`config.mk`:
```
export PLATFORM = sky130hd
export DESIGN_NAME = elevator_floor_controller
export DESIGN_NICKNAME = d
export VERILOG_FILES = /design/src/rtl/core/efc_pkg.sv /design/src/rtl/core/elevator_floor_controller.sv /design/src/rtl/core/efc_step.sv
export SDC_FILE = /design/constraint.sdc
export NUM_CORES = 1
export LEC_CHECK = 0
export ABC_AREA = 1
export BUFFER_PORTS_ARGS = -buffer_cell sky130_fd_sc_hd__clkbuf_2
export CORE_ASPECT_RATIO = 1.1
export CORE_UTILIZATION = 50
export CTS_CLUSTER_SIZE = 16
export DETAILED_ROUTE_END_ITERATION = 16
export PLACE_DENSITY = 0.74
export SLEW_MARGIN = 20
export SYNTH_ARGS = -nofsm -noshare
export SYNTH_HDL_FRONTEND = slang
export SYNTH_SLANG_ARGS = --single-unit
```
`constraint.sdc`:
```
create_clock -name i_clk -period 5 [get_ports i_clk]
set_clock_uncertainty 0.1 [all_clocks]
set_input_delay 0.25 -clock i_clk [delete_from_list [all_inputs] [get_ports i_clk]]
set_output_delay 0.25 -clock i_clk [all_outputs]
set_load 0.05 [all_outputs]
```
`src/rtl/core/efc_pkg.sv`:
```
// ----------------------------------------------------------------------------
// efc_pkg
// types and constants of the elevator floor controller
// ----------------------------------------------------------------------------
package efc_pkg;

    localparam int FLOOR_W = 4;
    localparam int MASK_W  = 16;

    // request commands
    localparam logic [1:0] CMD_FLOOR     = 2'd0;
    localparam logic [1:0] CMD_TICK      = 2'd1;
    localparam logic [1:0] CMD_EMERG_ON  = 2'd2;
    localparam logic [1:0] CMD_EMERG_OFF = 2'd3;

    // travel direction codes
    localparam logic [1:0] DIR_UP   = 2'd0;
    localparam logic [1:0] DIR_DOWN = 2'd1;
    localparam logic [1:0] DIR_IDLE = 2'd2;

    typedef struct packed {
        logic [1:0]         command;
        logic [FLOOR_W-1:0] target_floor;
    } t_efc_in;

    typedef struct packed {
        logic [FLOOR_W-1:0] floor_now;
        logic [1:0]         heading;
        logic               door_served;
        logic               halted;
        logic [MASK_W-1:0]  pending_mask;
    } t_efc_out;

    typedef struct packed {
        logic [FLOOR_W-1:0] car_floor;
        logic [1:0]         travel_dir;
        logic               emergency_on;
        logic [MASK_W-1:0]  request_bits;
    } t_efc_state;

    localparam t_efc_state STATE_RESET = '{
        car_floor:    '0,
        travel_dir:   DIR_IDLE,
        emergency_on: 1'b0,
        request_bits: '0
    };

endpackage

```
`src/rtl/core/elevator_floor_controller.sv`:
```
// ----------------------------------------------------------------------------
// elevator_floor_controller
// car position, direction, emergency and pending-floor tracking
// ----------------------------------------------------------------------------
// usage:
//   input channel (i_in_valid / o_in_ready / i_in_data) takes one request:
//   a floor call, a movement tick, or emergency enter / leave.
//   output channel (o_out_valid / i_out_ready / o_out_data) returns one
//   status word per request: floor, heading, door served, halted, pending.
//   a request is held in the input register, then its status in the
//   result register.
//   throughput: one request per cycle unless the result stalls; the state
//   update is a single pass of logic between the input and result registers.
//   reset: car at the ground floor, idle, no emergency, no pending calls;
//   both pipeline registers empty.
//   stall: while the result waits, one more request is held in the input
//   register; ready drops only when both registers are full.
// ----------------------------------------------------------------------------
module elevator_floor_controller
    import efc_pkg::*;
#(
    parameter int NUM_FLOORS = 16
) (
    input  logic     i_clk,
    input  logic     i_rst_n,
    input  logic     i_in_valid,
    output logic     o_in_ready,
    input  t_efc_in  i_in_data,
    output logic     o_out_valid,
    input  logic     i_out_ready,
    output t_efc_out o_out_data
);

    logic       r_in_valid;
    t_efc_in    r_in_data;
    logic       r_out_valid;
    t_efc_out   r_out_data;
    t_efc_state r_state;
    t_efc_state n_state;
    t_efc_out   n_out;
    logic       out_free;
    logic       in_fire;
    logic       advance;

    assign out_free   = !r_out_valid || i_out_ready;
    assign o_in_ready = !r_in_valid || out_free;
    assign in_fire    = i_in_valid && o_in_ready;
    assign advance    = r_in_valid && out_free;

    efc_step #(
        .NUM_FLOORS(NUM_FLOORS)
    ) u_step (
        .i_state  (r_state),
        .i_req    (r_in_data),
        .o_state  (n_state),
        .o_result (n_out)
    );

    always_ff @(posedge i_clk) begin
        if (!i_rst_n) begin
            r_in_valid  <= 1'b0;
            r_out_valid <= 1'b0;
            r_state     <= STATE_RESET;
        end else begin
            if (o_in_ready) begin
                r_in_valid <= i_in_valid;
            end
            if (out_free) begin
                r_out_valid <= r_in_valid;
            end
            if (advance) begin
                r_state <= n_state;
            end
        end
    end

    always_ff @(posedge i_clk) begin
        if (in_fire) begin
            r_in_data <= i_in_data;
        end
        if (advance) begin
            r_out_data <= n_out;
        end
    end

    assign o_out_valid = r_out_valid;
    assign o_out_data  = r_out_data;

endmodule

```
`src/rtl/core/efc_step.sv`:
```
// ----------------------------------------------------------------------------
// efc_step
// next-state and result logic for one request
// ----------------------------------------------------------------------------
module efc_step
    import efc_pkg::*;
#(
    parameter int NUM_FLOORS = 16
) (
    input  t_efc_state i_state,
    input  t_efc_in    i_req,
    output t_efc_state o_state,
    output t_efc_out   o_result
);

    localparam int                 TopFloorInt = (NUM_FLOORS > 16) ? 15 : NUM_FLOORS - 1;
    localparam logic [FLOOR_W-1:0] TopFloor    = FLOOR_W'(TopFloorInt);

    logic [FLOOR_W-1:0] mv_floor;
    logic [1:0]         mv_dir;
    logic [MASK_W-1:0]  mv_bit;
    logic [MASK_W-1:0]  req_clr;
    logic [MASK_W-1:0]  above_mask;
    logic [MASK_W-1:0]  below_mask;
    logic               hit;
    logic               served;

    // car movement for a tick
    always_comb begin
        mv_floor = i_state.car_floor;
        mv_dir   = i_state.travel_dir;
        if (i_state.travel_dir == DIR_UP) begin
            if (i_state.car_floor < TopFloor) begin
                mv_floor = i_state.car_floor + FLOOR_W'(1);
            end else begin
                mv_dir   = DIR_DOWN;
                mv_floor = i_state.car_floor - FLOOR_W'(1);
            end
        end else if (i_state.travel_dir == DIR_DOWN) begin
            if (i_state.car_floor != '0) begin
                mv_floor = i_state.car_floor - FLOOR_W'(1);
            end else begin
                mv_dir = DIR_IDLE;
            end
        end
    end

    always_comb begin
        for (int i = 0; i < MASK_W; i++) begin
            mv_bit[i]     = (FLOOR_W'(i) == mv_floor);
            above_mask[i] = (FLOOR_W'(i) > mv_floor);
            below_mask[i] = (FLOOR_W'(i) < mv_floor);
        end
    end

    assign hit     = i_state.request_bits[mv_floor];
    assign req_clr = i_state.request_bits & ~mv_bit;

    always_comb begin
        o_state = i_state;
        served  = 1'b0;
        unique case (i_req.command)
            CMD_FLOOR: begin
                if (i_req.target_floor <= TopFloor) begin
                    o_state.request_bits[i_req.target_floor] = 1'b1;
                    if (i_state.travel_dir == DIR_IDLE) begin
                        if (i_req.target_floor > i_state.car_floor) begin
                            o_state.travel_dir = DIR_UP;
                        end else if (i_req.target_floor < i_state.car_floor) begin
                            o_state.travel_dir = DIR_DOWN;
                        end
                    end
                end
            end
            CMD_TICK: begin
                if (!i_state.emergency_on) begin
                    o_state.car_floor  = mv_floor;
                    o_state.travel_dir = mv_dir;
                    if (hit) begin
                        served               = 1'b1;
                        o_state.request_bits = req_clr;
                        // reverse when nothing is left ahead
                        if (mv_dir == DIR_UP && (req_clr & above_mask) == '0) begin
                            o_state.travel_dir = DIR_DOWN;
                        end else if (mv_dir == DIR_DOWN && (req_clr & below_mask) == '0) begin
                            o_state.travel_dir = DIR_UP;
                        end
                    end
                end
            end
            CMD_EMERG_ON: begin
                o_state.emergency_on = 1'b1;
            end
            CMD_EMERG_OFF: begin
                o_state.emergency_on = 1'b0;
            end
            default: begin
                o_state = i_state;
            end
        endcase
    end

    assign o_result.floor_now    = o_state.car_floor;
    assign o_result.heading      = o_state.travel_dir;
    assign o_result.door_served  = served;
    assign o_result.halted       = o_state.emergency_on;
    assign o_result.pending_mask = o_state.request_bits;

endmodule

```
==> results by group <==
Pwr
  – Power density of the placed cells: 315 nW/um^2
  – Sw frac: 38.6%
  – Power spent charging and discharging nets: 446 uW
  – Proportion of power drawn by the clock network: 24.0%
  – Portion of total power attributed to sequential cells: 46.5%
  – Lkg Pwr: 1.72 nW
  – Combinational share of power: 29.5%
  – Worst voltage drop across the vdd grid: 0.193 mV
  – Power Internal: 709 uW

STA
  – Final Hold Slack: 0.0227 ns
  – Max Freq: 297 MHz
  – Transition time at the pin with the least slew margin: 0.851 ns
  – Setup Viol. Count Final: 0
  – Fraction of the cycle the final worst path needs: 67.4%
  – Minimum clock period: 3.37 ns
  – Final-layout setup total negative slack: 0 ns
  – Setup repair after global routing missed its margin: false
  – Final Hold Vio Count: 0
  – Worst slew margin relative to its limit: 43.2%
  – Count of pins over their slew limit: 0

Die
  – Width of the chip: 79.5 microns
  – Overall die area: 6930 sq um
  – Placeable Area: 6270 sq um
  – Die height: 87.2 microns
  – Cell Rows: 30
  – Boundary pin count: 36
  – Effective utilization at floorplan: 52.7%

Cells and area
  – Total inserted antenna cells: 0
  – Number of inserted filler cells in the final layout: 575
  – Share of cells above drive strength 1: 16.8%
  – Number of nets in the finished design: 497
  – Finished layout cell area: 3670 sq um
  – P&R area growth vs syn: 11.1%

Clock tree
  – Clock-pin slew reported for the worst setup and hold paths after clock tree synthesis: 0.12 ns
  – TritonCTS clock tree: done
  – Resized Gates After CTS: 0
  – Buffers inserted during post-CTS setup optimization: 0
  – Number of clock sinks: 55
  – Root buffer selected by CTS: clkbuf_8
  – Inserted Clock Buffers: 5
  – Bufs on Longest Clock Path: 2
  – # H-tree levels: 2
  – Clock insertion delay at the later pin of the skew report: 0.33 ns

Drt
  – Violation count after the first detailed-route iteration: 311
  – WL final: 9560 microns
  – Drc violations: 0
  – Overall via count from detail_route: 3227
  – Residual antenna-violating net count after detailed routing: 0
  – Number of iterations in the first detailed-routing pass: 5
  – Avg WL per Cell: 17.0 microns
  – Vias per cell: 5.74

Placed design
  – Total cell area at the placement stage: 3520 sq um
  – HPWL after detailed placement: 7120 microns
  – Buffers on Ports: 35
  – Weighted congestion reported at the end of routability-driven placement: 1.03

Critical path
  – Setup crit start kind: register
  – Kind of critical path: register to register
  – Worst setup EP type: register
  – Arrival time of data at the critical path endpoint: 3.50 ns
  – Critical-path maximum fanout: 11
  – Worst Path Required: 5.12 ns

Yosys
  – Total nets after synthesis: 461
  – Synthesized area per cell: 7.42 sq um
  – Number of warnings reported in the yosys synthesis log: 0
  – Sequential-to-total area share from yosys stat: 42.4%
  – Number of synthesized register bits: 55
  – Post-synthesis instance total: 445
  – Synth Cell Area: 3300 sq um
  – Distinct cell type count after synthesis: 33

Job
  – Max-capacitance violation count: 0

Min path
  – Hold/Removal Path Class: input pin to register

Run status
  – Status: finished, final reports clean

GRT
  – Number of antenna violations at the first check in global routing: 0
  – Total congestion overflow: 0
  – Maximum number of pins on one net before global-route repair: 39
  – Wire length of the first global-routing pass: 15300 microns
  – Gr usage total: 29.6%
  – Vias in the first global route: 2932
==> kinds of logic after synthesis <==
kind of cell	synth area share, %
AND/OR/NAND/NOR	29.6
AO/OA/AOI/OAI	16.0
buffers and inverters	9.70
flip-flops	42.4
adder cells (fa/ha/maj)	2.27
==> path summary, 6_finish.rpt <==
kind | start | endpoint | slack (ns) | cells past startpoint
min | i_in_data[0] | r_in_data[0]$_DFFE_PP_ | 0.02 | 1
max | r_state[19]$_SDFFE_PN0P_ | r_state[14]$_SDFFE_PN0P_ | 1.63 | 18
max reg2reg | r_state[19]$_SDFFE_PN0P_ | r_state[14]$_SDFFE_PN0P_ | 1.63 | 18
min reg2reg | o_out_valid$_SDFFE_PN0P_ | o_out_valid$_SDFFE_PN0P_ | 0.41 | 2
==> cells in the mapped netlist <==
| cell type | number | area, sq um |
|---|---|---|
| nand2_1 | 95 | 357 |
| inv_1 | 58 | 218 |
| nor2_1 | 46 | 173 |
| nand3_1 | 38 | 190 |
| edfxtp_1 | 30 | 901 |
| a21oi_1 | 27 | 135 |
| dfxtp_1 | 25 | 500 |
| o21ai_0 | 23 | 115 |
| a31oi_1 | 20 | 125 |
| clkbuf_1 | 9 | 33.8 |
| nand2_2 | 9 | 56.3 |
| inv_2 | 8 | 30.0 |
| o21ai_1 | 8 | 40.0 |
| ha_1 | 6 | 75.1 |
| nor2_2 | 5 | 31.3 |
| nor3_1 | 5 | 25.0 |
| nand3_2 | 4 | 40.0 |
| nand4_1 | 4 | 25.0 |
| nor2_4 | 4 | 45.0 |
| a41oi_1 | 3 | 26.3 |
| buf_6 | 3 | 33.8 |
| a21oi_2 | 2 | 17.5 |
| nand2_4 | 2 | 22.5 |
| o211ai_1 | 2 | 15.0 |
| a211oi_1 | 1 | 7.51 |
| a221oi_1 | 1 | 8.76 |
| a22oi_1 | 1 | 7.51 |
| a311oi_1 | 1 | 8.76 |
| a31oi_2 | 1 | 12.5 |
| buf_2 | 1 | 5.00 |
| nor3b_1 | 1 | 7.51 |
| o21bai_1 | 1 | 7.51 |
| or2_2 | 1 | 6.26 |
==> per-layer routing <==
| metal | GRT usage [%] | share of wire, % | wire length [microns] |
|---|---|---|---|
| met2 | 48.7 | 48 | 4580 |
| met4 | 11.6 | 3.1 | 295 |
| met3 | 4.50 | 6.3 | 598 |
| met1 | 38.9 | 43 | 4090 |
| met5 | 0 | 0 | 0 |
==> flip-flops by register name, summed over array words and instances (netlist names) <==
signal       flops
r_state         23
r_in_data        6
o_out_data      24
r_in_valid       1
o_out_valid      1
==> repair_timing <==
item | in CTS | in global routing
hold buffers | 5 | 0
setup endpoints to repair | 0 | 0
hold endpoints to repair | 5 | 0
==> stage by stage <==
stage               instances  total power [mW]  utilization, %  worst slack [ns]
floorplan                 445             0.795               -              2.50
global placement          549             0.878            56.1              1.83
detailed placement        549             0.876            56.1              1.71
CTS                       562              1.15            58.5              1.69
global route              562              1.21            58.5              1.36
finish                    562              1.15            58.5              1.63
==> cells in the final DEF, fill, tap and decap left out, drive strengths merged, types with 2 or more instances in the layout <==
| cell | synthesis | layout |
|---|---|---|
| a21oi | 29 | 29 |
| a31oi | 21 | 21 |
| a41oi | 3 | 3 |
| buf | 4 | 2 |
| clkbuf | 9 | 40 |
| dfxtp | 25 | 25 |
| dlygate4sd3 | 0 | 5 |
| edfxtp | 30 | 30 |
| ha | 6 | 6 |
| inv | 66 | 69 |
| nand2 | 106 | 106 |
| nand3 | 42 | 42 |
| nand4 | 4 | 4 |
| nor2 | 55 | 55 |
| nor3 | 5 | 5 |
| o211ai | 2 | 2 |
| o21ai | 31 | 31 |
==> layout make-up <==
type	count	area [sq um]	area share, %
Sequential cell	55	1400	38.2
Tap cell	80	100	2.73
Clock inverter	3	31.3	0.852
Multi-Input combinational cell	311	1580	43.1
Timing Repair Buffer	42	240	6.55
Inverter	66	248	6.75
Clock buffer	5	68.8	1.88
==> power groups by stage <==
stage / clock network [mW] / registers (mW) / logic, mW
floorplan: 0 / 0.580 / 0.216
global placement: 0 / 0.547 / 0.331
detailed placement: 0 / 0.547 / 0.329
CTS: 0.281 / 0.537 / 0.334
global route: 0.296 / 0.542 / 0.371
finish: 0.277 / 0.537 / 0.340
==> critical path, cell delays in order, from the launching register on <==
cell,delay (ns)
dfxtp_1,0.50
inv_1,0.18
ha_1,0.28
inv_1,0.08
nand2_1,0.05
nand2_1,0.07
nand2_1,0.04
nand2_1,0.08
nand3_2,0.20
nand3_1,0.36
inv_2,0.13
nand2_1,0.09
nand2_1,0.08
nor2_4,0.19
inv_2,0.11
nor2_4,0.30
a31oi_1,0.17
o21ai_0,0.19
inv_1,0.06
Note: power is estimated with default switching activity, not from simulation.
